<file path="config.mk">
export PLATFORM = sky130hd
export DESIGN_NAME = decimal_scientific_number_parser_unit
export DESIGN_NICKNAME = d
export VERILOG_FILES = /design/src/rtl/dsnp_pkg.sv /design/src/rtl/decimal_scientific_number_parser_unit.sv /design/src/rtl/dsnp_next_state.sv /design/src/rtl/dsnp_net_exp.sv
export SDC_FILE = /design/constraint.sdc
export NUM_CORES = 1
export LEC_CHECK = 0
export ABC_AREA = 1
export BUFFER_PORTS_ARGS = -buffer_cell sky130_fd_sc_hd__buf_2
export CAP_MARGIN = 40
export CORE_ASPECT_RATIO = 1.4
export CORE_MARGIN = 2
export CORE_UTILIZATION = 55
export CTS_BUF_LIST = sky130_fd_sc_hd__clkbuf_8 sky130_fd_sc_hd__clkbuf_16
export CTS_CLUSTER_DIAMETER = 60
export DETAILED_ROUTE_END_ITERATION = 7
export PLACE_DENSITY_LB_ADDON = 0.3
export SETUP_SLACK_MARGIN = 0.2
export SLEW_MARGIN = 20
export SYNTH_ARGS = -nofsm -noshare
export SYNTH_HDL_FRONTEND = slang
export SYNTH_SLANG_ARGS = --single-unit
</file>
<file path="constraint.sdc">
create_clock -name clk -period 5.9 [get_ports clk]
set_input_delay 1.18 -clock clk [delete_from_list [all_inputs] [get_ports clk]]
set_output_delay 1.18 -clock clk [all_outputs]
set_load 0.005 [all_outputs]
</file>
<file path="src/rtl/dsnp_pkg.sv">
`timescale 1ns / 1ps
// ----------------------------------------------------------------------------
// Decimal number parser package
// Shared types and character constants for the decimal number parser.
// ----------------------------------------------------------------------------
package dsnp_pkg;

  localparam int MANT_W  = 60;
  localparam int MDC_W   = 5;
  localparam int CNT_W   = 8;
  localparam int EACC_W  = 10;
  localparam int NET_W   = 12;

  localparam logic [7:0] CH_TAB     = 8'h09;
  localparam logic [7:0] CH_CR      = 8'h0D;
  localparam logic [7:0] CH_SPACE   = 8'h20;
  localparam logic [7:0] CH_PLUS    = 8'h2B;
  localparam logic [7:0] CH_MINUS   = 8'h2D;
  localparam logic [7:0] CH_POINT   = 8'h2E;
  localparam logic [7:0] CH_ZERO    = 8'h30;
  localparam logic [7:0] CH_NINE    = 8'h39;
  localparam logic [7:0] CH_UPPER_E = 8'h45;
  localparam logic [7:0] CH_LOWER_E = 8'h65;

  localparam logic [EACC_W-1:0] EXP_MAX   = 10'd999;
  localparam logic [CNT_W-1:0]  COUNT_MAX = 8'd255;
  localparam logic signed [NET_W-1:0] NET_MAX = 12'sd999;

  typedef enum logic [2:0] {
    PH_LEAD,
    PH_INT,
    PH_FRAC,
    PH_ESIGN,
    PH_EXP,
    PH_DONE
  } phase_t;

  typedef struct packed {
    phase_t              phase;
    logic                neg;
    logic [MANT_W-1:0]   mant;
    logic [MDC_W-1:0]    mdc;
    logic [CNT_W-1:0]    frac;
    logic [CNT_W-1:0]    extra;
    logic                eneg;
    logic [EACC_W-1:0]   eacc;
    logic                inexact;
  } parse_state_t;

  localparam parse_state_t STATE_RESET = '{
    phase:   PH_LEAD,
    neg:     1'b0,
    mant:    '0,
    mdc:     '0,
    frac:    '0,
    extra:   '0,
    eneg:    1'b0,
    eacc:    '0,
    inexact: 1'b0
  };

endpackage

</file>
<file path="src/rtl/decimal_scientific_number_parser_unit.sv">
`timescale 1ns / 1ps
// ----------------------------------------------------------------------------
// Decimal scientific number parser
// A result is registered at the output once its last character leaves s1.
// Throughput: one character per cycle unless a blocked result stalls the input.
// Reset (rst, synchronous) clears the parse state and empties both registers.
// The parse state also returns to its reset value after every last character.
// ----------------------------------------------------------------------------
module decimal_scientific_number_parser_unit
  import dsnp_pkg::*;
#(
  parameter int MANTISSA_DIGITS = 18
) (
  input  logic                     clk,
  input  logic                     rst,
  input  logic                     in_valid,
  output logic                     in_stall,
  input  logic [7:0]               char_code,
  input  logic                     end_of_string,
  output logic                     out_valid,
  input  logic                     out_stall,
  output logic                     is_negative,
  output logic [MANT_W-1:0]        mantissa,
  output logic signed [NET_W-1:0]  decimal_exponent,
  output logic                     inexact
);

  logic         s1_valid;
  logic [7:0]   s1_char;
  logic         s1_eos;
  logic         advance;
  logic         emit;
  parse_state_t state;
  parse_state_t state_next;
  logic signed [NET_W-1:0] net;

  assign advance  = s1_valid && (!s1_eos || !out_valid || !out_stall);
  assign emit     = advance && s1_eos;
  assign in_stall = s1_valid && !advance;

  dsnp_next_state #(
    .MANTISSA_DIGITS(MANTISSA_DIGITS)
  ) u_next_state (
    .cur       (state),
    .char_code (s1_char),
    .nxt       (state_next)
  );

  dsnp_net_exp u_net_exp (
    .st  (state_next),
    .net (net)
  );

  always_ff @(posedge clk) begin
    if (rst) begin
      s1_valid <= 1'b0;
    end else if (in_valid && !in_stall) begin
      s1_valid <= 1'b1;
    end else if (advance) begin
      s1_valid <= 1'b0;
    end
  end

  always_ff @(posedge clk) begin
    if (in_valid && !in_stall) begin
      s1_char <= char_code;
      s1_eos  <= end_of_string;
    end
  end

  always_ff @(posedge clk) begin
    if (rst) begin
      state <= STATE_RESET;
    end else if (advance) begin
      state <= s1_eos ? STATE_RESET : state_next;
    end
  end

  always_ff @(posedge clk) begin
    if (rst) begin
      out_valid <= 1'b0;
    end else if (emit) begin
      out_valid <= 1'b1;
    end else if (!out_stall) begin
      out_valid <= 1'b0;
    end
  end

  always_ff @(posedge clk) begin
    if (emit) begin
      is_negative      <= state_next.neg;
      mantissa         <= state_next.mant;
      decimal_exponent <= net;
      inexact          <= state_next.inexact;
    end
  end

  // A transaction that ends a string leaves the parser in its reset state.
  a_reset_after_emit : assert property (@(posedge clk) disable iff (rst)
    emit |=> (state.phase == PH_LEAD && state.mant == '0 && state.mdc == '0))
    else $error("parse state not cleared after a result");

  // The input side only holds off when a finished result is blocked downstream.
  a_stall_cause : assert property (@(posedge clk) disable iff (rst)
    in_stall |-> (s1_valid && s1_eos && out_valid && out_stall))
    else $error("input stalled without a blocked result");

  // The significant digit count never passes the mantissa capacity.
  a_digit_count : assert property (@(posedge clk) disable iff (rst)
    state.mdc <= MDC_W'(MANTISSA_DIGITS))
    else $error("mantissa digit count out of range");

  // A delivered exponent is saturated at the top of its range.
  a_exp_range : assert property (@(posedge clk) disable iff (rst)
    out_valid |-> (decimal_exponent <= NET_MAX))
    else $error("decimal exponent above saturation limit");

endmodule

</file>
<file path="src/rtl/dsnp_next_state.sv">
`timescale 1ns / 1ps
// ----------------------------------------------------------------------------
// Parser next state
// Applies one character to the parser state, resolving every phase that the
// character falls through in the same cycle.
// ----------------------------------------------------------------------------
module dsnp_next_state
  import dsnp_pkg::*;
#(
  parameter int MANTISSA_DIGITS = 18
) (
  input  parse_state_t cur,
  input  logic [7:0]   char_code,
  output parse_state_t nxt
);

  logic                is_digit;
  logic                is_space;
  logic [3:0]          dig;
  logic [MANT_W-1:0]   mant_x10;
  logic [13:0]         eacc_x10;
  logic                consumed;
  logic                room;

  assign is_digit = (char_code >= CH_ZERO) && (char_code <= CH_NINE);
  assign is_space = ((char_code >= CH_TAB) && (char_code <= CH_CR)) || (char_code == CH_SPACE);
  assign dig      = 4'(char_code - CH_ZERO);
  assign mant_x10 = (cur.mant << 3) + (cur.mant << 1) + MANT_W'(dig);
  assign eacc_x10 = (14'(cur.eacc) << 3) + (14'(cur.eacc) << 1) + 14'(dig);
  assign room     = cur.mdc < MDC_W'(MANTISSA_DIGITS);

  always_comb begin
    nxt      = cur;
    consumed = 1'b0;

    if (nxt.phase == PH_LEAD) begin
      if (is_space) begin
        consumed = 1'b1;
      end else begin
        nxt.phase = PH_INT;
        if (char_code == CH_MINUS) begin
          nxt.neg  = 1'b1;
          consumed = 1'b1;
        end else if (char_code == CH_PLUS) begin
          consumed = 1'b1;
        end
      end
    end

    if (!consumed && nxt.phase == PH_INT) begin
      if (is_digit) begin
        consumed = 1'b1;
        if (cur.mdc == '0 && dig == 4'd0) begin
          nxt.mdc = cur.mdc;
        end else if (room) begin
          nxt.mant = mant_x10;
          nxt.mdc  = cur.mdc + 1'b1;
        end else begin
          nxt.inexact = 1'b1;
          if (cur.extra != COUNT_MAX) begin
            nxt.extra = cur.extra + 1'b1;
          end
        end
      end else if (char_code == CH_POINT) begin
        nxt.phase = PH_FRAC;
        consumed  = 1'b1;
      end else begin
        nxt.phase = PH_FRAC;
      end
    end

    if (!consumed && nxt.phase == PH_FRAC) begin
      if (is_digit) begin
        consumed = 1'b1;
        if (cur.mdc == '0 && dig == 4'd0) begin
          if (cur.frac != COUNT_MAX) begin
            nxt.frac = cur.frac + 1'b1;
          end else begin
            nxt.inexact = 1'b1;
          end
        end else if (room && cur.frac != COUNT_MAX) begin
          nxt.mant = mant_x10;
          nxt.mdc  = cur.mdc + 1'b1;
          nxt.frac = cur.frac + 1'b1;
        end else begin
          nxt.inexact = 1'b1;
        end
      end else begin
        nxt.phase = PH_ESIGN;
        if (char_code == CH_LOWER_E || char_code == CH_UPPER_E) begin
          consumed = 1'b1;
        end
      end
    end

    if (!consumed && nxt.phase == PH_ESIGN) begin
      nxt.phase = PH_EXP;
      if (char_code == CH_MINUS) begin
        nxt.eneg = 1'b1;
        consumed = 1'b1;
      end else if (char_code == CH_PLUS) begin
        consumed = 1'b1;
      end
    end

    if (!consumed && nxt.phase == PH_EXP) begin
      if (is_digit) begin
        nxt.eacc = (eacc_x10 > 14'(EXP_MAX)) ? EXP_MAX : EACC_W'(eacc_x10);
      end else begin
        nxt.phase = PH_DONE;
      end
    end
  end

endmodule

</file>
<file path="src/rtl/dsnp_net_exp.sv">
`timescale 1ns / 1ps
// ----------------------------------------------------------------------------
// Net exponent
// Combines the exponent field, fraction count and extra integer digits into
// the saturated net power of ten.
// ----------------------------------------------------------------------------
module dsnp_net_exp
  import dsnp_pkg::*;
(
  input  parse_state_t             st,
  output logic signed [NET_W-1:0]  net
);

  logic signed [NET_W-1:0] exp_s;
  logic signed [NET_W-1:0] sum;

  assign exp_s = st.eneg ? -$signed(NET_W'(st.eacc)) : $signed(NET_W'(st.eacc));
  assign sum   = exp_s + $signed(NET_W'(st.extra)) - $signed(NET_W'(st.frac));
  assign net   = (sum > NET_MAX) ? NET_MAX : sum;

endmodule
</file>
==> results.toml, run 1 <==
[run_status]
status = "finished clean"

[floorplan]
die_h_um = 197
core_um2 = 26100
start_util_pct = 55.9
dieArea_um2 = 27900
rows = 70
boundaryPins = 89
die_w_um = 142

[sta]
final.setup_skew_ns = 0.0137
finalSetupViolCount = 0
drv_slew = 0
worst_slew_pin_slew_ns = 0.834
max_slew_margin_pct = 44.3
grt_setup_unrepaired = "yes"
post-route-min-period_ns = 5.89
fmax_ghz = 0.170
fin_setup_tns_ns = 0
hold_slack_ns = 0.487
fin_crit_sh_pct = 99.8
final_hold_viol_count = 0

[grt]
grt_pass1_vias = 13805
antenna_found_initial = 0
grt_pass1_wl_um = 64700
grt_max_degree = 64
grt-ovfl-total = 0
gr-usage-all-layers_pct = 29.1

[routing]
wl_per_cell_um = 16.2
post-route-drc-count = 0
ant_nets = 0
top_layer = "met4"
via_count = 13902
dr.pass1.iters = 5
wl_met3_um = 1160
viasPerCell = 5.58
drt_iter0_drc = 729
dr_wl_met2_um = 21800
wirelength_met1_um = 15200
routed_wl_um = 40300

[critical_path]
start_kind = "register"
critPathCaptureType = "register"
crit_path_frequent_cell = "nand2_2"
crit_family = "simple AND/OR/NAND/NOR gates"
worstSetupPathType = "reg2reg"
crit_buf_inv = 5
crit_path_max_fanout = 6
arrival_ns = 6.10
worst_path_max_delay_cell = "fa_1"
cpPeakStageDelay_ns = 0.55
cp.required_ns = 6.11

[final_layout]
finalNonFillerCells = 2491
post-route-util_pct = 63.0
diodes = 0
drive_gt1_share_pct = 13.2
nets = 2328
area_growth_syn_to_layout_pct = 12.7

[clock_tree]
cts_tree = "yes"
cts_buffer_depth = 2
clock_latency_ns = 0.46
cts_buffers = 17
path_clk_slew_ns = 0.08
root_buffer = "clkbuf_16"
htree_num_levels = 4
clock_sinks = 182
cts_hold_buffers = 0

[yosys]
synth.cell_area_um2 = 14600
yosysWarnings = 0
synthDistinctLibCells = 54
synthMuxAreaShare_pct = 0.274
synth.area.top_cells = "edfxtp_1, nand2_1, dfxtp_1, ha_1, a21oi_1"
synthAdderAreaFrac_pct = 14.4
syn_nets = 2216
ys_async_sr_fraction_pct = 0
synth_compound_area_share_pct = 15.8
synth_top_family_by_area = "simple AND/OR/NAND/NOR gates"
yosysTopAreaCellShare_pct = 17.1
synth_common_cells = "nand2_1, inv_1, a21oi_1"
synthSimpleGateAreaFrac_pct = 25.9
ys_ff_latch = 182
synth_ff_type = "dfxtp_1"
synth-xor-area-share_pct = 4.32
synth-seq-area-share_pct = 30.7
synth_top_area_cell = "edfxtp_1"
syn-instance-count = 2042
synth_area_per_cell_um2 = 7.14
synth_edf_count = 83
yosysMostFrequentCell = "nand2_1"

[placement]
dp_cells = 2434
globalplace.congestion = 0.986
hpwl_um = 31400
port_buffers = 88

[min_path]
min-delay-path-class = "reg2reg"

[pwr]
vdd_drop_max_mv = 0.218
p_per_area_nw_per_um2 = 183
p_leak_nw = 7.74

[job]
maxCapViolCount = 0
timing repair:
item,CTS,global route
setup buffers,13,10
pin swaps,13,27
gates resized for setup,19,25
endpoints found under the setup margin,8,12
area by class of cell:
cell class	count	area (um^2)
clock buffer	17	425
clock inverter	15	176
fill	2431	9660
inverter	279	1050
multi-input combinational	1535	9050
sequential	182	4480
tap	324	405
timing repair buffer	139	861
cell usage in the layout (no fill, tap or decap), drive strengths merged, types with 10 or more instances in the layout:
| cell | instances |
|---|---|
| a21boi | 10 |
| a21oi | 205 |
| buf | 139 |
| clkbuf | 17 |
| dfxtp | 99 |
| edfxtp | 83 |
| fa | 12 |
| ha | 149 |
| inv | 282 |
| nand2 | 555 |
| nand3 | 95 |
| nand4 | 27 |
| nor2 | 174 |
| nor3 | 19 |
| o21ai | 126 |
| o21bai | 15 |
| or2 | 11 |
| xnor2 | 29 |
| xor2 | 43 |
report_power, final:
group	internal [mW]	switching, mW	leakage, nW
Combinational	0.178	0.268	5.80
Sequential	1.35	0.0123	1.64
Clock	0.669	0.525	0.303
sequential cells by signal, summed over array words and instances, names as in the netlist:
| register | cells |
|---|---|
| state | 97 |
| mantissa | 60 |
| s1_eos | 1 |
| s1_valid | 1 |
| decimal_exponent | 12 |
| s1_char | 8 |
| inexact | 1 |
| out_valid | 1 |
| is_negative | 1 |
tightest hold or removal path, cell delays in order, from the launching register on:
cell	delay, ns
dfxtp_1	0.33
nand2_1	0.06
a21oi_1	0.05
through the flow:
| step | worst slack, ns | instance area [um^2] | power, mW |
|---|---|---|---|
| 2_1_floorplan | 0.242 | 14600 | 1.64 |
| 5_1_grt | -0.387 | 16400 | 3.11 |
| 3_5_place_dp | 0.0193 | 15500 | 1.75 |
| 3_3_place_gp | 0.135 | 15400 | 1.74 |
| 6_report | 0.0115 | 16400 | 3.01 |
| 4_1_cts | 0.179 | 16200 | 2.96 |
cell families (layout without fill, tap and decap cells):
logic type               Yosys count  count (layout)
AND/OR/NAND/NOR                  893             893
AO/OA/AOI/OAI                    405             405
buffers and inverters            325             450
flip-flops                       182             182
adder cells (fa/ha/maj)          161             161
XOR/XNOR                          72              72
multiplexers                       4               4
path summary, 6_finish.rpt:
check	startpoint	end	slack (ns)	cells after the start
setup reg to reg	s1_char[3]$_DFFE_PP_	decimal_exponent[0]$_SDFFCE_PN1P_	0.01	38
setup / recovery	s1_char[3]$_DFFE_PP_	decimal_exponent[0]$_SDFFCE_PN1P_	0.01	38
hold reg to reg	state[26]$_SDFFE_PP0P_	state[26]$_SDFFE_PP0P_	0.49	2
hold / removal	state[26]$_SDFFE_PP0P_	state[26]$_SDFFE_PP0P_	0.49	2
layer usage:
metal | track usage, % | up-vias
li1 | - | 6984
met1 | 29.6 | 6448
met2 | 56.1 | 336
met3 | 4.01 | 134
met4 | 16.5 | 0
met5 | 0 | -
No activity file was read; power rests on OpenSTA's default activity.
==> run 2, diff against run 1 <==
--- a/config.mk
+++ b/config.mk
@@ -8,7 +8,7 @@
 export ABC_AREA = 1
 export BUFFER_PORTS_ARGS = -buffer_cell sky130_fd_sc_hd__buf_2
 export CAP_MARGIN = 40
-export CORE_ASPECT_RATIO = 1.4
+export CORE_ASPECT_RATIO = 1.5
 export CORE_MARGIN = 2
 export CORE_UTILIZATION = 55
 export CTS_BUF_LIST = sky130_fd_sc_hd__clkbuf_8 sky130_fd_sc_hd__clkbuf_16
@@ -16,7 +16,6 @@
 export DETAILED_ROUTE_END_ITERATION = 7
 export PLACE_DENSITY_LB_ADDON = 0.3
 export SETUP_SLACK_MARGIN = 0.2
-export SLEW_MARGIN = 20
 export SYNTH_ARGS = -nofsm -noshare
 export SYNTH_HDL_FRONTEND = slang
 export SYNTH_SLANG_ARGS = --single-unit
==> results.toml, run 2 (synthesized netlist as in run 1, its figures left out) <==
[sta]
max_slew_margin_pct = 41.3
fin_crit_sh_pct = 98.0
final.setup_skew_ns = 0.0129
fin_setup_tns_ns = 0
fmax_ghz = 0.173
grt_setup_unrepaired = "yes"
worst_slew_pin_slew_ns = 0.877
hold_slack_ns = 0.474
final_hold_viol_count = 0
post-route-min-period_ns = 5.78
finalSetupViolCount = 0
drv_slew = 0

[grt]
grt_pass1_wl_um = 68000
grt-ovfl-total = 0
grt_max_degree = 81
gr-usage-all-layers_pct = 31.1
antenna_found_initial = 0
grt_pass1_vias = 14055

[critical_path]
cp.required_ns = 6.13
reg2reg_depth = 35
worst_path_max_delay_cell = "fa_1"
worstSetupPathType = "reg2reg"
reg2reg_slack_ns = 0.12
timing.rr.start = "s1_char[3]$_DFFE_PP_"
critPathCaptureType = "register"
start_kind = "register"
cpPeakStageDelay_ns = 0.54
crit_path_frequent_cell = "buf_4"
r2r-end = "decimal_exponent[1]$_SDFFCE_PN1P_"
arrival_ns = 6.01
crit_path_max_fanout = 5
crit_family = "adder cells"
crit_buf_inv = 11

[clock_tree]
root_buffer = "clkbuf_16"
cts_buffers = 17
cts_tree = "yes"
cts_hold_buffers = 0
cts_buffer_depth = 2
path_clk_slew_ns = 0.07
htree_num_levels = 4
clock_sinks = 182
clock_latency_ns = 0.47

[final_layout]
largest_reg_flops = 97
diodes = 0
nets = 2332
reg_top3 = "state (97), mantissa (60), decimal_exponent (12)"
layout.cells.most_common = "nand2_1"
fillCellCount = 2411
drive_gt1_share_pct = 14.1
layout_common_cells = "nand2_1, inv_1, a21oi_1"
post-route-util_pct = 63.1
area_growth_syn_to_layout_pct = 13.8
regMostFlops = "state"

[routing]
wirelength_met1_um = 15700
drt_iter0_drc = 708
post-route-drc-count = 0
dr_wl_met2_um = 23000
via_count = 13863
routed_wl_um = 42300
wl_met3_um = 1120
top_layer = "met4"
wl_per_cell_um = 16.8
ant_nets = 0
dr.pass1.iters = 5
viasPerCell = 5.53

[floorplan]
core_um2 = 26300
boundaryPins = 89
die_h_um = 203
rows = 73
die_w_um = 137
dieArea_um2 = 27900
start_util_pct = 55.5

[pwr]
swShare_pct = 26.0
combPwrFrac_pct = 15.0
vdd_drop_max_mv = 0.217
power.internal_mw = 2.30
p_leak_nw = 7.80
pwr-share-seq_pct = 44.0
p_per_area_nw_per_um2 = 187
clkPwrFrac_pct = 41.0
switching_power_mw = 0.808

[job]
maxCapViolCount = 0

[min_path]
worstHoldPathCells = 2
holdCritStartpoint = "state[92]$_SDFFE_PP0P_"
min-delay-path-class = "reg2reg"
holdPathEnd = "state[92]$_SDFFE_PP0P_"

[placement]
globalplace.congestion = 0.947
hpwl_um = 33100
port_buffers = 88

[run_status]
status = "finished clean"
run 2: cell count changes in the layout (fill, tap and decap cells not counted), sizes merged:
| cell | delta |
|---|---|
| buf | +4 |
| bufinv | +2 |
| clkinv | -2 |
run 2: layout make-up:
| class | instances | area (um^2) | area share (%) |
|---|---|---|---|
| clock buffers | 17 | 425 | 2.56 |
| clock inverters | 15 | 229 | 1.38 |
| inverters | 279 | 1050 | 6.32 |
| multi-input cells | 1535 | 9090 | 54.7 |
| flip-flops and latches | 182 | 4480 | 27.0 |
| well taps | 337 | 422 | 2.54 |
| repair buffers | 143 | 913 | 5.50 |
run 2: metal layers:
layer / up-vias / GRT usage, %
met3: 133 / 3.21
met4: 0 / 19.2
met2: 333 / 59.8
li1: 6982 / -
met1: 6415 / 31.1
met5: - / 0
run 2: worst max path at each step:
stage | slack, ns | startpoint | cells past startpoint | end
2_1_floorplan | 0.24 | s1_char[3]$_DFFE_PP_ | 38 | decimal_exponent[1]$_SDFFCE_PN1P_
3_3_place_gp | 0.10 | s1_char[3]$_DFFE_PP_ | 42 | decimal_exponent[0]$_SDFFCE_PN1P_
3_5_place_dp | -0.0009 | s1_char[3]$_DFFE_PP_ | 42 | decimal_exponent[1]$_SDFFCE_PN1P_
4_1_cts | 0.12 | s1_char[3]$_DFFE_PP_ | 35 | decimal_exponent[1]$_SDFFCE_PN1P_
5_1_grt | -0.24 | s1_char[3]$_DFFE_PP_ | 38 | decimal_exponent[7]$_SDFFCE_PN1P_
6_report | 0.12 | s1_char[3]$_DFFE_PP_ | 35 | decimal_exponent[1]$_SDFFCE_PN1P_
run 2: through the flow:
stage	setup slack [ns]	cells	total power, mW	area, um^2
5_1_grt	-0.244	2508	3.22	16600
3_3_place_gp	0.102	2449	1.75	15500
3_5_place_dp	-0.000921	2452	1.76	15500
2_1_floorplan	0.242	2042	1.64	14600
6_report	0.119	2508	3.11	16600
4_1_cts	0.119	2500	3.06	16400
run 2: timing repair:
action	4_1_cts	5_1_grt
hold endpoints to repair	0	0
setup buffers	16	8
setup endpoints to repair	8	12
pin swaps	11	21
gates cloned	0	0
resized for setup	20	41
run 2: worst reg2reg max path: cells and delay by family (launching register included):
| kind | cells | cell delay [ns] |
|---|---|---|
| buffers and inverters | 11 | 0.95 |
| AND/OR/NAND/NOR | 14 | 1.40 |
| flip-flops | 1 | 0.42 |
| XOR/XNOR | 2 | 0.55 |
| AO/OA/AOI/OAI | 4 | 0.57 |
| adder cells (fa/ha/maj) | 4 | 1.67 |
run 2: power by group through the flow:
stage	logic (mW)	registers (mW)	clock network, mW
after floorplan	0.247	1.40	0
after global placement	0.351	1.40	0
after detailed placement	0.367	1.40	0
after CTS	0.398	1.37	1.30
after global routing	0.512	1.37	1.34
final	0.465	1.37	1.27
==> run 3, diff against run 2 <==
--- a/config.mk
+++ b/config.mk
@@ -15,7 +15,6 @@
 export CTS_CLUSTER_DIAMETER = 60
 export DETAILED_ROUTE_END_ITERATION = 7
 export PLACE_DENSITY_LB_ADDON = 0.3
-export SETUP_SLACK_MARGIN = 0.2
 export SYNTH_ARGS = -nofsm -noshare
 export SYNTH_HDL_FRONTEND = slang
 export SYNTH_SLANG_ARGS = --single-unit
==> results.toml, run 3 (synthesized netlist as in run 1, its figures left out) <==
[job]
maxCapViolCount = 0

[sta]
fin_crit_sh_pct = 100
hold_slack_ns = 0.466
setup_slack_ns = -0.00308
final_hold_viol_count = 0
max_slew_margin_pct = 44.0
final.setup_skew_ns = 0.0127
fin_setup_tns_ns = -0.00308
fmax_ghz = 0.169
grt_setup_unrepaired = "yes"
finalSetupViolCount = 1
post-route-min-period_ns = 5.90
worst_slew_pin_slew_ns = 0.837
drv_slew = 0

[final_layout]
regMostFlops = "state"
reg_top3 = "state (97), mantissa (60), decimal_exponent (12)"
nets = 2338
drive_gt1_share_pct = 13.4
area_growth_syn_to_layout_pct = 13.0
post-route-util_pct = 62.7
finalNonFillerCells = 2514
final_area_um2 = 16500
largest_reg_flops = 97
layout.cells.most_common = "nand2_1"
diodes = 0
layout_common_cells = "nand2_1, inv_1, a21oi_1"

[placement]
dpl_worst_slack_ns = -0.182
port_buffers = 88
dpl_cell_area_um2 = 15600
hpwl_um = 32700
globalplace.congestion = 0.953
dp_cells = 2465

[clock_tree]
cts_buffer_depth = 2
clock_sinks = 182
htree_num_levels = 4
path_clk_slew_ns = 0.08
clock_latency_ns = 0.47
cts_tree = "yes"
cts_buffers = 17
root_buffer = "clkbuf_16"

[critical_path]
crit_path_frequent_cell = "nand2_1"
critPathCaptureType = "register"
path_depth = 37
start_kind = "register"
crit_path_max_fanout = 4
cp.required_ns = 6.13
worstSetupPathType = "reg2reg"
worst_path_max_delay_cell = "fa_1"
arrival_ns = 6.13
cpPeakStageDelay_ns = 0.54
reg2reg_depth = 37
crit_buf_inv = 8
crit_family = "simple AND/OR/NAND/NOR gates"

[pwr]
p_leak_nw = 7.77
p_per_area_nw_per_um2 = 179
vdd_drop_max_mv = 0.223
total_power_mw = 2.96

[floorplan]
start_util_pct = 55.5
rows = 73
core_um2 = 26300
boundaryPins = 89
dieArea_um2 = 27900
die_w_um = 137
die_h_um = 203

[routing]
wl_per_cell_um = 16.4
viasPerCell = 5.48
routed_wl_um = 41300
dr.pass1.iters = 5
ant_nets = 0
drt_iter0_drc = 624
via_count = 13787
post-route-drc-count = 0

[min_path]
min-delay-path-class = "reg2reg"
worstHoldPathCells = 2

[grt]
antenna_found_initial = 0
grt-ovfl-total = 0
grt_max_degree = 81
gr-usage-all-layers_pct = 30.3
grt_pass1_vias = 13876
grt_pass1_wl_um = 66300

[run_status]
status = "finished with violations"
violations = "setup timing"
run 3: layout make-up:
type	count	area, um^2
Fill cell	2469	9820
Multi-Input combinational cell	1535	9010
Sequential cell	182	4470
Inverter	279	1050
Timing Repair Buffer	149	966
Clock buffer	17	425
Tap cell	337	422
Clock inverter	15	141
run 3: timing repair:
action | CTS | global route
buffers inserted | 7 | 11
endpoints found under the setup margin | 10 | 12
hold buffers | 0 | 0
resized for setup | 8 | 38
cloned | 0 | 0
pin swaps | 7 | 9
run 3: power by group:
part / switching, mW / leakage, nW / internal [mW]
Clock: 0.562 / 0.271 / 0.558
Combinational: 0.270 / 5.86 / 0.199
Sequential: 0.0130 / 1.64 / 1.35
run 3: worst paths after layout:
| path | from | to | slack [ns] |
|---|---|---|---|
| max | s1_char[3]$_DFFE_PP_ | decimal_exponent[7]$_SDFFCE_PN1P_ | -0.003 |
| min | state[92]$_SDFFE_PP0P_ | state[92]$_SDFFE_PP0P_ | 0.47 |
| max reg2reg | s1_char[3]$_DFFE_PP_ | decimal_exponent[7]$_SDFFCE_PN1P_ | -0.003 |
| min reg2reg | state[92]$_SDFFE_PP0P_ | state[92]$_SDFFE_PP0P_ | 0.47 |
run 3: worst min-delay path, stage by stage, from the launching register on:
cell	delay, ns
dfxtp_1	0.31
nand2_1	0.06
a21oi_1	0.05
run 3: routing by layer:
metal,track usage (%),vias to the layer above,part of all wire (%),wire (um)
met3,4.55,102,3.0,1240
met2,58.9,296,56,23100
li1,-,6989,-,-
met1,29.8,6400,36,15100
met4,16.5,0,4.7,1940
met5,0,-,0,0
